`src/tsoc_pkg.sv`:
```
// Package for the two-sensor occupancy counter: types, reset values, channel update function.
package tsoc_pkg;

  localparam int unsigned DistW  = 10;
  localparam int unsigned RawW   = 11;
  localparam int unsigned HitsW  = 4;
  localparam int unsigned CountW = 16;
  localparam int unsigned CfgAddrW = 2;

  // Configuration register indexes
  localparam logic [CfgAddrW-1:0] CfgBaseValue  = 2'd0;
  localparam logic [CfgAddrW-1:0] CfgCloseThr   = 2'd1;
  localparam logic [CfgAddrW-1:0] CfgHitsNeeded = 2'd2;

  // Reset values of the configuration registers
  localparam logic [DistW-1:0] BaseValueRst  = 10'd85;
  localparam logic [DistW-1:0] CloseThrRst   = 10'd8;
  localparam logic [HitsW-1:0] HitsNeededRst = 4'd3;

  localparam logic signed [CountW-1:0] CountMax = 16'sh7FFF;
  localparam logic signed [CountW-1:0] CountMin = 16'sh8000;

  typedef struct packed {
    logic             armed;
    logic [HitsW-1:0] hits;
    logic             trig;
    logic             lock;
  } chan_t;

  typedef struct packed {
    logic [DistW-1:0] base_value;
    logic [DistW-1:0] close_threshold;
    logic [HitsW-1:0] hits_needed;
  } cfg_t;

  typedef struct packed {
    logic signed [CountW-1:0] occupancy;
    logic                     entered;
    logic                     exited;
  } res_t;

  // Arm / count phase of one channel
  function automatic chan_t chan_arm(chan_t c, logic close, logic [HitsW-1:0] hits_needed);
    chan_t            n;
    logic [HitsW-1:0] hits_inc;
    n        = c;
    hits_inc = c.hits + 4'd1;
    if (c.armed) begin
      if (close) begin
        n.hits = hits_inc;
        if (hits_inc >= hits_needed) begin
          n.trig  = 1'b1;
          n.armed = 1'b0;
          n.hits  = '0;
        end
      end else begin
        n.hits  = '0;
        n.armed = 1'b0;
        n.lock  = 1'b0;
      end
    end else if (close) begin
      n.lock  = 1'b1;
      n.armed = 1'b1;
    end
    return n;
  endfunction

endpackage

```
`src/tsoc_step.sv`:
```
// Per-ping update: reading cleanup, channel sequencing and saturating count.
module tsoc_step
  import tsoc_pkg::*;
(
  input  cfg_t                      cfg,
  input  logic signed [RawW-1:0]    reading_a,
  input  logic                      valid_a,
  input  logic signed [RawW-1:0]    reading_b,
  input  logic                      valid_b,
  input  chan_t                     chan_a,
  input  chan_t                     chan_b,
  input  logic signed [CountW-1:0]  count,
  output chan_t                     chan_a_nxt,
  output chan_t                     chan_b_nxt,
  output res_t                      res
);

  logic [DistW-1:0] ra, rb;
  logic             close_a, close_b, clear;
  logic             done;
  logic signed [CountW-1:0] cnt;

  // Replace timeouts, negative and above-base readings with the base value
  always_comb begin
    if (!valid_a || reading_a[RawW-1] || (reading_a[DistW-1:0] > cfg.base_value)) begin
      ra = cfg.base_value;
    end else begin
      ra = reading_a[DistW-1:0];
    end
    if (!valid_b || reading_b[RawW-1] || (reading_b[DistW-1:0] > cfg.base_value)) begin
      rb = cfg.base_value;
    end else begin
      rb = reading_b[DistW-1:0];
    end
  end

  assign close_a = ra < cfg.close_threshold;
  assign close_b = rb < cfg.close_threshold;
  assign clear   = (ra > cfg.close_threshold) && (rb > cfg.close_threshold);

  // Channel a first if b is unlocked, channel b only if a did not end the ping and is unlocked
  always_comb begin
    chan_a_nxt = chan_a;
    chan_b_nxt = chan_b;
    cnt        = count;
    res        = '0;
    done       = 1'b0;
    if (!chan_b.lock) begin
      if (chan_a.trig) begin
        if (clear) begin
          if (count != CountMax) begin
            cnt = count + 16'sd1;
          end
          chan_a_nxt.trig = 1'b0;
          chan_a_nxt.lock = 1'b0;
          res.entered     = 1'b1;
        end
        done = 1'b1;
      end else begin
        chan_a_nxt = chan_arm(chan_a, close_a, cfg.hits_needed);
        done       = chan_a.armed;
      end
    end
    if (!done && !chan_a_nxt.lock) begin
      if (chan_b.trig) begin
        if (clear) begin
          if (count != CountMin) begin
            cnt = count - 16'sd1;
          end
          chan_b_nxt.trig = 1'b0;
          chan_b_nxt.lock = 1'b0;
          res.exited      = 1'b1;
        end
      end else begin
        chan_b_nxt = chan_arm(chan_b, close_b, cfg.hits_needed);
      end
    end
    res.occupancy = cnt;
  end

endmodule

```
`src/two_sensor_occupancy_counter.sv`:
```
// Top level of the two-sensor doorway occupancy counter.
// A result beat is registered in the output register, or in the skid register while out_tready is low.
// Throughput: one ping per cycle while in_tready is high; the whole update is one pass of tsoc_step logic.
// A skid register lets one more ping be accepted while out_tready is low.
// Reset (rst_n low, synchronous): channel state and count clear, config returns to
// base_value 85, close_threshold 8, hits_needed 3, both output registers empty.
module two_sensor_occupancy_counter
  import tsoc_pkg::*;
(
  input  logic                 clk,
  input  logic                 rst_n,
  // configuration write port
  input  logic                 cfg_we,
  input  logic [CfgAddrW-1:0]  cfg_addr,
  input  logic [DistW-1:0]     cfg_wdata,
  // input beats
  input  logic                 in_tvalid,
  output logic                 in_tready,
  input  logic [23:0]          in_tdata,   // reading_a[10:0], reading_b[21:11], zero pad
  input  logic [1:0]           in_tuser,   // valid_a[0], valid_b[1]
  // result beats
  output logic                 out_tvalid,
  input  logic                 out_tready,
  output logic [15:0]          out_tdata,  // occupancy[15:0]
  output logic [1:0]           out_tuser   // entered[0], exited[1]
);

  cfg_t  cfg_r;
  chan_t chan_a_r, chan_b_r, chan_a_nxt, chan_b_nxt;
  logic signed [CountW-1:0] count_r;
  res_t  res_nxt, out_r, skid_r;
  logic  out_valid_r, skid_valid_r;
  logic  in_acc, out_free;

  // Configuration registers
  always_ff @(posedge clk) begin
    if (!rst_n) begin
      cfg_r.base_value      <= BaseValueRst;
      cfg_r.close_threshold <= CloseThrRst;
      cfg_r.hits_needed     <= HitsNeededRst;
    end else if (cfg_we) begin
      case (cfg_addr)
        CfgBaseValue:  cfg_r.base_value      <= cfg_wdata;
        CfgCloseThr:   cfg_r.close_threshold <= cfg_wdata;
        CfgHitsNeeded: cfg_r.hits_needed     <= cfg_wdata[HitsW-1:0];
        default: ;
      endcase
    end
  end

  tsoc_step u_step (
    .cfg        (cfg_r),
    .reading_a  (in_tdata[RawW-1:0]),
    .valid_a    (in_tuser[0]),
    .reading_b  (in_tdata[2*RawW-1:RawW]),
    .valid_b    (in_tuser[1]),
    .chan_a     (chan_a_r),
    .chan_b     (chan_b_r),
    .count      (count_r),
    .chan_a_nxt (chan_a_nxt),
    .chan_b_nxt (chan_b_nxt),
    .res        (res_nxt)
  );

  assign in_tready = !skid_valid_r;
  assign in_acc    = in_tvalid && in_tready;
  assign out_free  = !out_valid_r || out_tready;

  // Channel state and count advance on every accepted beat
  always_ff @(posedge clk) begin
    if (!rst_n) begin
      chan_a_r <= '0;
      chan_b_r <= '0;
      count_r  <= '0;
    end else if (in_acc) begin
      chan_a_r <= chan_a_nxt;
      chan_b_r <= chan_b_nxt;
      count_r  <= res_nxt.occupancy;
    end
  end

  // Output register with skid stage
  always_ff @(posedge clk) begin
    if (!rst_n) begin
      out_valid_r  <= 1'b0;
      skid_valid_r <= 1'b0;
    end else if (out_free) begin
      if (skid_valid_r) begin
        out_valid_r  <= 1'b1;
        skid_valid_r <= 1'b0;
      end else begin
        out_valid_r  <= in_acc;
      end
    end else if (in_acc) begin
      skid_valid_r <= 1'b1;
    end
  end

  // Payload registers
  always_ff @(posedge clk) begin
    if (out_free) begin
      if (skid_valid_r) begin
        out_r <= skid_r;
      end else if (in_acc) begin
        out_r <= res_nxt;
      end
    end else if (in_acc) begin
      skid_r <= res_nxt;
    end
  end

  assign out_tvalid = out_valid_r;
  assign out_tdata  = out_r.occupancy;
  assign out_tuser  = {out_r.exited, out_r.entered};

endmodule
```
`config.mk`:
```
export PLATFORM = sky130hd
export DESIGN_NAME = two_sensor_occupancy_counter
export DESIGN_NICKNAME = d
export VERILOG_FILES = /design/src/tsoc_pkg.sv /design/src/tsoc_step.sv /design/src/two_sensor_occupancy_counter.sv
export SDC_FILE = /design/constraint.sdc
export NUM_CORES = 1
export LEC_CHECK = 0
export ABC_AREA = 1
export BUFFER_PORTS_ARGS = -buffer_cell sky130_fd_sc_hd__buf_2
export CORE_MARGIN = 4
export CORE_UTILIZATION = 25
export CTS_CLUSTER_SIZE = 20
export DETAILED_ROUTE_END_ITERATION = 6
export PLACE_DENSITY = 0.36
export SYNTH_ARGS = -nofsm -noshare
export SYNTH_HDL_FRONTEND = slang
export SYNTH_HIERARCHICAL = 1
export SYNTH_SLANG_ARGS = --single-unit
```
`constraint.sdc`:
```
create_clock -name clk -period 4.7 [get_ports clk]
set_input_delay 0.235 -clock clk [delete_from_list [all_inputs] [get_ports clk]]
set_output_delay 0.235 -clock clk [all_outputs]
set_load 0.03 [all_outputs]
```
==> metrics.md <==
| Metric | Value |
|---|---|
| Outcome | `complete, no violations` |
| Worst-path clk slew | `0.08 ns` |
| VDD IR max | `0.1517 mV` |
| Yosys warning total | `6` |
| Arrival @ worst endpoint | `4.48 ns` |
| Slew @ Worst Pin | `1.074 ns` |
| Worst setup EP type | `flop` |
| Number of diodes | `0` |
| Initial core utilization | `0.2535` |
| Relative slew slack | `0.2841` |
| Hold_sp | `cfg_wdata[8]` |
| Post-synth EDFFs | `36` |
| Worst-path fanout max | `10` |
| Setup bufs post-CTS | `0` |
| Post-Route Setup TNS | `0 ns` |
| H-tree depth | `3` |
| I/O Buffers | `60` |
| Via count | `5687` |
| Most common cell in the netlist | `nand2_1` |
| Vias per cell | `4.398` |
| WL/cell | `13.91 um` |
| Final hold violation count | `0` |
| FF-to-FF Start | `cfg_r[15]$_SDFFE_PN0P_` |
| Hold endpoint | `cfg_r[12]$_SDFFE_PN0P_` |
| Core ar. | `25110 sq um` |
| Max-cap viol count | `0` |
| Congestion Overflow GR | `0` |
| Leakage power | `3.429 nW` |
| Layout cells sized above 1 | `0.1225` |
| R2R Path End | `count_r[2]$_SDFFE_PN0P_` |
| Clk_lat worst skew | `0.36 ns` |
| # hold bufs at CTS | `0` |
| Fin nets | `1054` |
| Area growth, synth to finish | `14.66%` |
| Drt first pass iters | `5` |
| Buf+Inv Stages, Crit Path | `3` |
| Root Buffer | `clkbuf_16` |
| Largest net degree at the start of global routing | `55` |
| Crit path top cell by count | `o21ai_0` |
| Die H | `167.6 um` |
| Worst path slowest cell | `dfxtp_1` |
| #FFs+latches synth | `92` |
| Wire length of the first global-routing pass | `29700 um` |
| Final Cell Area | `7300 sq um` |
| Post-Syn Nets | `1005` |
| Synth area leaders | `dfxtp_1, edfxtp_1, nand2_1` |
| Resized cells post-CTS | `0` |
| Fillers | `2861` |
| Area share of the largest cell type after synthesis | `0.1761` |
| All-layer global routing usage | `0.1300` |
| Detailed placer's ending HPWL | `13310 um` |
| Hold path depth | `3` |
| Placed cell areas | `7002 sq um` |
| # DRC | `0` |
| Power per cell area | `311.9 nW/um^2` |
| Sequential area share after synthesis | `0.3459` |
| Synthesized instance count | `909` |
| Via count of the first global-routing pass | `5479` |
| Netlist cell types | `44` |
| Syn Area/Cell | `7.003 sq um` |
| Post-Syn Area | `6366 sq um` |
| R2R cell count | `26` |
| Asr flop ratio synth | `0` |
| CTS Buf Count | `9` |
| Total wire length | `17990 um` |
| Final min period | `4.182 ns` |
| Fin. max-slew vios | `0` |
| Crit Path Class | `reg2reg` |
| CTS tree | `done` |
| Die area | `28080 sq um` |
| Clock tree buffer depth | `2` |
| Critical Path RT | `5.00 ns` |
| Yosys top cell by area | `dfxtp_1` |
| Placer Congestion | `0.7806` |
| Final Skew | `0.01572 ns` |
| Delay-heaviest family, CP | `simple AND/OR/NAND/NOR gates` |
| ANT nets after route | `0` |
| 1st-iter DRT viols | `289` |
| Die width | `167.6 um` |
| Critical Path Start Type | `flop` |
| Final setup fails | `0` |
| Highest clock rate | `239.1 MHz` |
| Worst R2R Setup Slack | `0.52 ns` |
| Initial antenna violation count | `0` |
| Largest stage delay on the critical path | `0.36 ns` |
| Cell row count | `58` |
| Clock sinks | `92` |
| Hold Crit Class | `in2reg` |
| I/O pins | `63` |
| Layout Utilization | `0.2907` |
| Synth Flop Type | `dfxtp_1` |
| Final worst-path cycle share | `0.8897` |
| Top cells by count, synth | `nand2_1, nor2_1, inv_1` |
-- sequential cells by signal (all words and copies together), names as in the netlist --
signal,cells
chan_a_r,7
out_tvalid,1
skid_r,18
chan_b_r,7
out_tdata,16
count_r,16
out_tuser,2
skid_valid_r,1
cfg_r,24
-- final cells by class --
cell class | instances | area, sq um | share of cell area
multi-input cells | 671 | 3583 | 0.4909
flip-flops and latches | 92 | 2202 | 0.3017
inverters | 114 | 430.4 | 0.05896
well taps | 330 | 412.9 | 0.05656
repair buffers | 70 | 387.9 | 0.05314
clock buffers | 9 | 225.2 | 0.03085
clock inverters | 7 | 57.56 | 0.007885
-- stage by stage --
stage | total power, mW | setup slack (ns) | hold slack (ns) | instances
floorplan | 1.389 | 1.040 | 0.3632 | 909
global route | 2.453 | -0.01750 | 0.1285 | 1293
global placement | 1.567 | 0.3973 | 0.4465 | 1277
CTS | 2.327 | 0.3816 | 0.1013 | 1293
finish | 2.277 | 0.5184 | 0.1141 | 1293
detailed placement | 1.564 | 0.4052 | 0.4462 | 1277
-- cell usage in the layout, fill, tap and decap left out, types with 3 or more instances in the layout --
| cell type | n |
|---|---|
| xnor2_1 | 3 |
| dfxtp_1 | 56 |
| o21ai_1 | 11 |
| nor4_1 | 3 |
| nand3_1 | 63 |
| nand2_1 | 218 |
| nor2_4 | 3 |
| edfxtp_1 | 36 |
| clkbuf_16 | 9 |
| a32o_1 | 3 |
| a21oi_2 | 8 |
| nand2_2 | 3 |
| nand3_2 | 3 |
| nand4_1 | 19 |
| buf_4 | 9 |
| o21ai_0 | 54 |
| nor2_2 | 4 |
| nor3_1 | 10 |
| nor2_1 | 139 |
| buf_2 | 60 |
| xor2_1 | 14 |
| inv_1 | 109 |
| inv_2 | 4 |
| a21oi_1 | 35 |
| ha_1 | 53 |
| o21a_1 | 3 |
-- worst reg2reg max path, cell delays in order (launching register included) --
cell      delay [ns]
dfxtp_1         0.36
inv_1           0.11
ha_1            0.31
inv_1           0.04
nor2_1          0.07
nor2_1          0.04
o21a_1          0.15
o21ai_0         0.14
a21boi_0        0.10
o21ai_0         0.15
nand2_1         0.10
buf_4           0.18
nand3_1         0.07
nand2_1         0.06
ha_1            0.29
nand2_1         0.08
nor2_2          0.18
nand3_1         0.11
nand3_2         0.16
nand3_4         0.16
nor2_2          0.16
nand3_2         0.23
o21ai_0         0.26
nand3_1         0.10
o21ai_1         0.23
o21ai_0         0.16
nor2_1          0.13
-- worst max-delay path by stage --
stage | to | slack, ns | cells past startpoint | from
after floorplan | out_tdata[5]$_DFFE_PP_ | 1.04 | 28 | cfg_r[15]$_SDFFE_PN0P_
after global placement | out_tdata[5]$_DFFE_PP_ | 0.40 | 26 | cfg_r[15]$_SDFFE_PN0P_
after detailed placement | out_tdata[5]$_DFFE_PP_ | 0.41 | 26 | cfg_r[15]$_SDFFE_PN0P_
after CTS | out_tdata[5]$_DFFE_PP_ | 0.38 | 26 | cfg_r[15]$_SDFFE_PN0P_
after global routing | count_r[5]$_SDFFE_PN0P_ | -0.02 | 27 | cfg_r[15]$_SDFFE_PN0P_
final | count_r[2]$_SDFFE_PN0P_ | 0.52 | 26 | cfg_r[15]$_SDFFE_PN0P_
-- per-layer routing --
metal / part of all wire / wire length, um / global-route usage / vias to the layer above
met2: 0.44 / 7870 / 0.2068 / 76
met4: 0.013 / 226 / 0.03246 / 0
met1: 0.52 / 9387 / 0.1847 / 2519
met5: 0 / 0 / 0 / -
met3: 0.028 / 508 / 0.02054 / 15
li1: - / - / - / 3077
-- power breakdown --
part / leakage, nW / switching (mW) / total (mW) / internal, mW
Clock: 0.136 / 0.367 / 0.736 / 0.369
Sequential: 0.808 / 0.0496 / 0.943 / 0.893
Combinational: 2.49 / 0.397 / 0.598 / 0.202
-- logic make-up (layout without fill, tap and decap cells) --
family / count (synthesis) / after routing / synth area share
XOR/XNOR: 17 / 17 / 0.02339
flip-flops: 92 / 92 / 0.3459
buffers and inverters: 146 / 200 / 0.09454
AND/OR/NAND/NOR: 473 / 473 / 0.3182
multiplexers: 1 / 1 / 0.001572
adder cells (fa/ha/maj): 53 / 53 / 0.1042
AO/OA/AOI/OAI: 127 / 127 / 0.1122
Power figures use the tool's default switching activity.
